==> src/rtl/h2r_pkg.sv <==
`timescale 1ns / 1ps
// ----------------------------------------------------------------------------
// h2r_pkg
// Shared types and constants of the HSL to RGB converter: field widths,
// hue turn scaling and the hue sector codes.
// ----------------------------------------------------------------------------
package h2r_pkg;

   // Width of every pixel field on the streams.
   localparam int FIELD_W = 16;

   // Hue is a fraction of a full turn: 2^TURN_BITS equals 360 degrees.
   localparam int TURN_BITS = 16;

   // Hue times six, before it is split into sector and position.
   localparam int POS_W = TURN_BITS + 3;

   // Packed stream payload widths (three fields, whole bytes already).
   localparam int REQ_DATA_W = 3 * FIELD_W;
   localparam int RSP_DATA_W = 3 * FIELD_W;

   // Hue sectors of 60 degrees each.
   typedef enum logic [2:0] {
      SECTOR_RED_YELLOW    = 3'd0,
      SECTOR_YELLOW_GREEN  = 3'd1,
      SECTOR_GREEN_CYAN    = 3'd2,
      SECTOR_CYAN_BLUE     = 3'd3,
      SECTOR_BLUE_MAGENTA  = 3'd4,
      SECTOR_MAGENTA_RED   = 3'd5
   } sector_type;

endpackage

==> src/rtl/hsl_to_rgb_converter.sv <==
`timescale 1ns / 1ps
// ----------------------------------------------------------------------------
// hsl_to_rgb_converter
// Converts one HSL pixel per beat to RGB by the hexcone construction, in a
// four-stage pipeline with one fixed-point multiplier in each of two stages.
// ----------------------------------------------------------------------------
//
//  Channel  Direction  Payload (lowest bits first)
//  -------  ---------  ---------------------------------------------
//  req_     in         hue_turn[15:0], saturation[31:16], luminance[47:32]
//  rsp_     out        red[15:0], green[31:16], blue[47:32]
//
//  A pixel is accepted every cycle while nothing stalls. Each result passes
//  through the four register stages in order: hue and chroma factor, chroma
//  multiply, secondary multiply, and channel sum with clamp. Each stage holds
//  its beat while the next is full, so a stall on rsp_tready fills empty
//  stages first and then backs up to req_tready. Reset is synchronous and
//  clears the stage valid bits only.
//
module hsl_to_rgb_converter
   import h2r_pkg::*;
#(
   parameter int FRAC_BITS = 15
) (
   input  logic                  clock,
   input  logic                  reset,
   // Request: hue_turn[15:0], saturation[31:16], luminance[47:32]
   input  logic                  req_tvalid,
   output logic                  req_tready,
   input  logic [REQ_DATA_W-1:0] req_tdata,
   // Response: red[15:0], green[31:16], blue[47:32]
   output logic                  rsp_tvalid,
   input  logic                  rsp_tready,
   output logic [RSP_DATA_W-1:0] rsp_tdata
);

   // Internal widths follow from the fraction width.
   localparam int TW = ((FRAC_BITS > 17) ? FRAC_BITS : 17) + 2;   // 1 - |2L - 1|
   localparam int PW = TW + 17;                                    // t * S
   localparam int CW = TW + 18 - FRAC_BITS;                        // chroma
   localparam int WW = TURN_BITS + 1;                              // sector weight
   localparam int XW = CW + WW + 1;                                // chroma * weight
   localparam int VW = ((CW + 3) > (FRAC_BITS + 2)) ? (CW + 3) : (FRAC_BITS + 2);

   localparam logic [TW-1:0] ONE_T = TW'(1) << FRAC_BITS;
   localparam logic [PW-1:0] HALF_P = PW'(1) << (FRAC_BITS - 1);
   localparam logic [XW-1:0] HALF_X = XW'(1) << (TURN_BITS - 1);
   localparam logic [VW-1:0] ONE_V = VW'(1) << FRAC_BITS;
   localparam logic [WW-1:0] TURN_W = WW'(1) << TURN_BITS;

   // Stage valid bits and the ready chain that lets bubbles collapse.
   logic valid1_ff, valid2_ff, valid3_ff, valid4_ff;
   logic ready1, ready2, ready3, ready4;

   assign ready4 = !valid4_ff || rsp_tready;
   assign ready3 = !valid3_ff || ready4;
   assign ready2 = !valid2_ff || ready3;
   assign ready1 = !valid1_ff || ready2;

   assign req_tready = ready1;
   assign rsp_tvalid = valid4_ff;

   always_ff @(posedge clock) begin
      if (reset) begin
         valid1_ff <= 1'b0;
         valid2_ff <= 1'b0;
         valid3_ff <= 1'b0;
         valid4_ff <= 1'b0;
      end else begin
         if (ready1) begin
            valid1_ff <= req_tvalid;
         end
         if (ready2) begin
            valid2_ff <= valid1_ff;
         end
         if (ready3) begin
            valid3_ff <= valid2_ff;
         end
         if (ready4) begin
            valid4_ff <= valid3_ff;
         end
      end
   end

   // ------------------------------------------------------------------------
   // Stage 1: chroma factor t = ONE - |2L - ONE|, hue sector and weight.
   // ------------------------------------------------------------------------
   logic [FIELD_W-1:0] hue_in, sat_in, lum_in;
   logic signed [TW-1:0] dist_in, dist_abs_in, t_in;
   logic [POS_W-1:0] pos_in;
   logic [TURN_BITS-1:0] frac_in;
   sector_type sector_in;
   logic [WW-1:0] weight_in;

   assign hue_in = req_tdata[FIELD_W-1:0];
   assign sat_in = req_tdata[2*FIELD_W-1:FIELD_W];
   assign lum_in = req_tdata[3*FIELD_W-1:2*FIELD_W];

   always_comb begin
      dist_in     = $signed((TW'(lum_in) << 1) - ONE_T);
      dist_abs_in = (dist_in < 0) ? -dist_in : dist_in;
      t_in        = $signed(ONE_T) - dist_abs_in;
      // Hue times six as shift and add; the top bits are the sector.
      pos_in      = (POS_W'(hue_in) << 2) + (POS_W'(hue_in) << 1);
      frac_in     = pos_in[TURN_BITS-1:0];
      sector_in   = sector_type'(pos_in[POS_W-1:TURN_BITS]);
      // Odd sectors fall from full weight, even ones rise from zero.
      weight_in   = pos_in[TURN_BITS] ? (TURN_W - WW'(frac_in)) : WW'(frac_in);
   end

   logic signed [TW-1:0] t1_ff;
   logic [FIELD_W-1:0] sat1_ff, lum1_ff;
   sector_type sector1_ff;
   logic [WW-1:0] weight1_ff;

   always_ff @(posedge clock) begin
      if (ready1) begin
         t1_ff      <= t_in;
         sat1_ff    <= sat_in;
         lum1_ff    <= lum_in;
         sector1_ff <= sector_in;
         weight1_ff <= weight_in;
      end
   end

   // ------------------------------------------------------------------------
   // Stage 2: chroma C = round(t * S / ONE), ties toward plus infinity.
   // ------------------------------------------------------------------------
   logic signed [PW-1:0] chroma_prod_in, chroma_sum_in, chroma_shift_in;
   logic signed [CW-1:0] chroma_in;

   always_comb begin
      chroma_prod_in  = PW'(t1_ff) * PW'($signed({1'b0, sat1_ff}));
      chroma_sum_in   = chroma_prod_in + $signed(HALF_P);
      chroma_shift_in = chroma_sum_in >>> FRAC_BITS;
      chroma_in       = chroma_shift_in[CW-1:0];
   end

   logic signed [CW-1:0] chroma2_ff;
   logic [FIELD_W-1:0] lum2_ff;
   sector_type sector2_ff;
   logic [WW-1:0] weight2_ff;

   always_ff @(posedge clock) begin
      if (ready2) begin
         chroma2_ff <= chroma_in;
         lum2_ff    <= lum1_ff;
         sector2_ff <= sector1_ff;
         weight2_ff <= weight1_ff;
      end
   end

   // ------------------------------------------------------------------------
   // Stage 3: secondary term X = round(C * w / 2^16).
   // ------------------------------------------------------------------------
   logic signed [XW-1:0] x_prod_in, x_sum_in, x_shift_in;
   logic signed [CW-1:0] x_in;

   always_comb begin
      x_prod_in  = XW'(chroma2_ff) * XW'($signed({1'b0, weight2_ff}));
      x_sum_in   = x_prod_in + $signed(HALF_X);
      x_shift_in = x_sum_in >>> TURN_BITS;
      x_in       = x_shift_in[CW-1:0];
   end

   logic signed [CW-1:0] chroma3_ff, x3_ff;
   logic [FIELD_W-1:0] lum3_ff;
   sector_type sector3_ff;

   always_ff @(posedge clock) begin
      if (ready3) begin
         chroma3_ff <= chroma2_ff;
         x3_ff      <= x_in;
         lum3_ff    <= lum2_ff;
         sector3_ff <= sector2_ff;
      end
   end

   // ------------------------------------------------------------------------
   // Stage 4: place C and X by sector, add L - C/2 and clamp to [0, ONE].
   // ------------------------------------------------------------------------
   logic signed [CW-1:0] term_r, term_g, term_b;

   always_comb begin
      case (sector3_ff)
         SECTOR_RED_YELLOW: begin
            term_r = chroma3_ff; term_g = x3_ff;      term_b = '0;
         end
         SECTOR_YELLOW_GREEN: begin
            term_r = x3_ff;      term_g = chroma3_ff; term_b = '0;
         end
         SECTOR_GREEN_CYAN: begin
            term_r = '0;         term_g = chroma3_ff; term_b = x3_ff;
         end
         SECTOR_CYAN_BLUE: begin
            term_r = '0;         term_g = x3_ff;      term_b = chroma3_ff;
         end
         SECTOR_BLUE_MAGENTA: begin
            term_r = x3_ff;      term_g = '0;         term_b = chroma3_ff;
         end
         default: begin
            term_r = chroma3_ff; term_g = '0;         term_b = x3_ff;
         end
      endcase
   end

   // Rounds T + L - C/2 to nearest, then saturates to the unit range.
   function automatic logic [FIELD_W-1:0] channel_value(
      input logic signed [CW-1:0] term,
      input logic [FIELD_W-1:0]   lum,
      input logic signed [CW-1:0] chroma
   );
      logic signed [VW-1:0] sum;
      logic signed [VW-1:0] half;
      logic [VW-1:0]        clamped;
      sum  = (VW'(term) <<< 1) + $signed(VW'(lum) << 1) - VW'(chroma) + VW'(1);
      half = sum >>> 1;
      if (half < 0) begin
         clamped = '0;
      end else if (half > $signed(ONE_V)) begin
         clamped = ONE_V;
      end else begin
         clamped = half;
      end
      return clamped[FIELD_W-1:0];
   endfunction

   logic [RSP_DATA_W-1:0] rsp_data_in;
   logic [RSP_DATA_W-1:0] rsp_data_ff;

   assign rsp_data_in = {channel_value(term_b, lum3_ff, chroma3_ff),
                         channel_value(term_g, lum3_ff, chroma3_ff),
                         channel_value(term_r, lum3_ff, chroma3_ff)};

   always_ff @(posedge clock) begin
      if (ready4) begin
         rsp_data_ff <= rsp_data_in;
      end
   end

   assign rsp_tdata = rsp_data_ff;

endmodule

==> config.mk <==
export PLATFORM = sky130hd
export DESIGN_NAME = hsl_to_rgb_converter
export DESIGN_NICKNAME = d
export VERILOG_FILES = /design/src/rtl/h2r_pkg.sv /design/src/rtl/hsl_to_rgb_converter.sv
export SDC_FILE = /design/constraint.sdc
export NUM_CORES = 2
export LEC_CHECK = 0
export ABC_AREA = 1
export BUFFER_PORTS_ARGS = -buffer_cell sky130_fd_sc_hd__buf_2
export CAP_MARGIN = 30
export CELL_PAD_IN_SITES_DETAIL_PLACEMENT = 0
export CELL_PAD_IN_SITES_GLOBAL_PLACEMENT = 1
export CORE_AREA = 2 2 526 267
export DETAILED_ROUTE_END_ITERATION = 12
export DIE_AREA = 0 0 528 269
export PLACE_DENSITY = 0.57
export SLEW_MARGIN = 10
export SYNTH_ARGS = -nofsm -noshare
export SYNTH_HDL_FRONTEND = slang
export SYNTH_SLANG_ARGS = --single-unit
==> constraint.sdc <==
create_clock -name clock -period 6.7 [get_ports clock]
set_input_delay 1.34 -clock clock [delete_from_list [all_inputs] [get_ports clock]]
set_output_delay 1.34 -clock clock [all_outputs]
set_load 0.02 [all_outputs]
==> results.txt <==
----------------------------------------------------
[Run status]
  Status ... completed

[Place]
  Number of buffers inserted by port buffering ... 101
  Detailed placement HPWL ... 121 mm
  Gp weighted congestion ... 0.966

[STA]
  Hold_ws ... 0.411 ns
  Setup-failing EPs final ... 0
  Max Clock Freq ... 155 MHz
  Worst-case headroom to the max-slew limit ... 32.8%
  Tcrit/Tclk final ... 96.6%
  Fin crit period ... 6.47 ns
  Final Max Tran Viols ... 0
  RSZ-0062 raised after global routing ... false
  Post-route clock skew ... 0.0295 ns
  Hold Vio Cnt, Final ... 0
  Least-Margin Pin Slew ... 1.01 ns
  Total negative setup slack ... 0 ns

[Floorplanning]
  Placement row count ... 97
  Placeable core region ... 138,000 um2
  Die width ... 528 um
  Starting Density ... 29.6%
  Floorplan die area ... 142,000 um2
  IO Pins ... 102
  Die extent in y ... 269 um

[Cells and area]
  Sequential cell area ... 7110 um2
  Area of the multi-input gates ... 27,500 um2
  Syn-to-layout area delta ... 10.5%
  Diodes inserted ... 0
  Fraction of final layout cells with drive strength greater than 1 ... 6.96%
  Layout fillers ... 14,800
  Number of nets in the final layout ... 6,149

[Global route]
  Number of global-route vias before repair ... 31,600
  Total global routing overflow ... 0
  Initial antenna violation count ... 4
  Global router's overall resource usage ... 20.0%
  Maximum number of pins on one net before global-route repair ... 62
  Wire length of the first global-routing pass ... 209 mm

[Setup path]
  Register-to-register path setup slack ... 0.23 ns
  Crit-path leading delay family ... adder cells
  Startpoint-to-endpoint class of the critical path ... reg -> reg
  Slowest library cell on the worst path ... sky130_fd_sc_hd__fa_1
  Reg-to-reg endpoint ... chroma2_ff[20]
  Peak fanout along the critical path ... 12
  Kind of end point of the critical path ... flip-flop
  Required time at the endpoint of the critical path ... 7.13 ns
  CP startpoint kind ... flip-flop
  Worst setup path endpoint ... chroma2_ff[20]
  Launch point of the worst path ... t1_ff[18]
  Critical path buffer and inverter count ... 7
  Delay of the slowest critical-path stage ... 0.60 ns
  Logic depth of the worst setup path including buffers ... 19
  Worst reg2reg path startpoint ... t1_ff[18]
  Worst Reg-to-Reg Cells ... 19
  Worst path arrival time ... 6.90 ns
  Critical Path, Cell by Cell ... buf_4 -> nand2_1 -> fa_1 -> buf_4 -> fa_1 -> clkinvlp_4 -> buf_12 -> fa_1 -> inv_1 -> fa_1 -> fa_1 -> inv_1 -> fa_1 -> ha_1 -> inv_1 -> nor4_2 -> nand3_1 -> nand4_1 -> xor2_4
  Most used cell along the critical path ... sky130_fd_sc_hd__fa_1

[Drt]
  Post-detailed-route wirelength per cell ... 20.1 um
  Detailed router's first-iteration violation count ... 3,058
  Via/cell ratio ... 4.56
  Total iterations of the first detailed-routing run ... 6
  Post-detailed-routing wire length ... 140 mm
  Vias ... 31,600
  Number of nets with antenna violations after routing ... 0
  Post-detailed-route DRC marker count ... 0

[Logic synthesis]
  Count of unique library cells instantiated by Yosys ... 51
  Synth Instances ... 4,984
  Post-Synthesis Mean Instance Area ... 8.20 um2
  Sequential cell area fraction in the yosys report ... 17.4%
  Yosys Warn Count ... 0
  Net count after synthesis ... 6,042
  Synthesized flop and latch total ... 238
  Post-synth design cell area ... 40,900 um2

[Clock network]
  Number of hold buffers added after CTS ... 0
  H-tree levels ... 1
  Clock tree root driver cell ... sky130_fd_sc_hd__clkbuf_16
  Clock sink count ... 238
  TritonCTS clock tree ... yes
  Clock Latency Late Sink ... 0.66 ns
  Inserted Clock Buffers ... 27
  Maximum count of clock buffers along a single path ... 3
  Register clock-pin slew on the reported worst setup and hold paths ... 0.07 ns

[Job]
  Max-cap viol count ... 0

[Worst hold path]
  Hold wc startpoint ... weight1_ff[15]
  Class of the tightest hold or removal check ... reg -> reg

----------------------------------------------------
-- routing by layer --
| layer | wire (um) | up-vias | track usage [%] |
|---|---|---|---|
| met5 | 0 | - | 0 |
| met2 | 43500 | 1224 | 22.2 |
| met3 | 17100 | 59 | 7.80 |
| met4 | 1050 | 0 | 1.75 |
| met1 | 78200 | 15400 | 34.3 |
| li1 | - | 14900 | - |
-- state kept, by name, summed over array words and instances, names as in the netlist, 15 cells and up --
name        count
x3_ff          22
lum3_ff        16
weight2_ff     16
chroma2_ff     21
chroma3_ff     21
t1_ff          18
lum1_ff        15
rsp_tdata      48
weight1_ff     16
sat1_ff        16
lum2_ff        16
-- cell families (layout without fill, tap and decap cells) --
family | after synthesis | count (layout) | synth area share (%)
flip-flops | 238 | 238 | 17.4
buffers and inverters | 1677 | 1805 | 15.5
AO/OA/AOI/OAI | 411 | 411 | 5.71
AND/OR/NAND/NOR | 1497 | 1497 | 15.1
XOR/XNOR | 155 | 155 | 3.32
adder cells (fa/ha/maj) | 1006 | 1006 | 43.0
-- synth_stat cells (all sizes together) --
cell type / instances / area, um2
a211oi: 1 / 7.51
a21boi: 8 / 60.1
a21o: 10 / 75.1
a21oi: 180 / 927
a221oi: 3 / 26.3
a22oi: 2 / 15.0
a311oi: 1 / 8.76
a31oi: 5 / 31.3
and2: 2 / 12.5
buf: 6 / 55.1
clkbuf: 148 / 556
clkinv: 1 / 3.75
dfxtp: 4 / 80.1
edfxtp: 234 / 7030
fa: 666 / 13300
ha: 340 / 4250
inv: 1522 / 5710
nand2: 1060 / 4050
nand3: 109 / 591
nand3b: 11 / 82.6
nand4: 40 / 250
nor2: 227 / 915
nor3: 40 / 215
nor3b: 1 / 12.5
nor4: 6 / 37.5
o211a: 1 / 10.0
o211ai: 4 / 30.0
o21a: 13 / 97.6
o21ai: 111 / 574
o21bai: 8 / 60.1
o221a: 1 / 11.3
o221ai: 2 / 17.5
o22ai: 59 / 369
o31ai: 2 / 15.0
or2: 1 / 6.26
xnor2: 46 / 403
xor2: 109 / 955
-- cells in the final DEF (no fill, tap or decap), types with 6 or more instances in the layout --
master / n
sky130_fd_sc_hd__a21boi_0: 6
sky130_fd_sc_hd__a21o_1: 10
sky130_fd_sc_hd__a21oi_1: 173
sky130_fd_sc_hd__a21oi_2: 7
sky130_fd_sc_hd__buf_12: 12
sky130_fd_sc_hd__buf_2: 101
sky130_fd_sc_hd__buf_4: 117
sky130_fd_sc_hd__clkbuf_16: 27
sky130_fd_sc_hd__edfxtp_1: 234
sky130_fd_sc_hd__fa_1: 666
sky130_fd_sc_hd__ha_1: 340
sky130_fd_sc_hd__inv_1: 1513
sky130_fd_sc_hd__inv_2: 7
sky130_fd_sc_hd__nand2_1: 1036
sky130_fd_sc_hd__nand2_2: 21
sky130_fd_sc_hd__nand3_1: 103
sky130_fd_sc_hd__nand3b_1: 11
sky130_fd_sc_hd__nand4_1: 40
sky130_fd_sc_hd__nor2_1: 203
sky130_fd_sc_hd__nor2_2: 23
sky130_fd_sc_hd__nor3_1: 37
sky130_fd_sc_hd__o21a_1: 13
sky130_fd_sc_hd__o21ai_0: 107
sky130_fd_sc_hd__o21bai_1: 8
sky130_fd_sc_hd__o22ai_1: 59
sky130_fd_sc_hd__xnor2_1: 46
sky130_fd_sc_hd__xor2_1: 108
-- layout make-up --
type | count | area share, %
sequential | 238 | 15.7
clock inverter | 18 | 0.479
inverter | 1523 | 12.7
tap | 1831 | 5.07
clock buffer | 32 | 1.54
multi-input combinational | 3069 | 60.9
timing repair buffer | 232 | 3.65
-- per-stage QoR --
step | utilization [%] | instances | instance area [um2] | setup WS, ns
after floorplan | - | 4984 | 40900 | 0.493
after detailed placement | 31.9 | 6880 | 44100 | -0.520
after global routing | 32.7 | 6943 | 45200 | 0.000947
after global placement | 31.9 | 6879 | 44100 | -0.653
after CTS | 32.6 | 6931 | 45000 | 0.0800
final | 32.7 | 6943 | 45200 | 0.228
-- how the worst min path moves through the flow --
stage / end / slack, ns / cells past startpoint
6_report: weight2_ff[15] / 0.41 / 0
5_1_grt: weight2_ff[11] / 0.42 / 0
4_1_cts: weight2_ff[12] / 0.41 / 0
3_5_place_dp: weight2_ff[9] / 0.40 / 0
3_3_place_gp: lum3_ff[3] / 0.40 / 0
2_1_floorplan: lum2_ff[10] / 0.40 / 0
-- what timing repair did --
action / CTS / global route
buffers inserted: 1 / 10
endpoints found under the setup margin: 1 / 7
pin swaps: 0 / 0
gates resized for setup: 2 / 4
cloned: 0 / 0
Power is not shown: default switching activity piles up to over one toggle a cycle in this logic, so the estimate is an artifact.
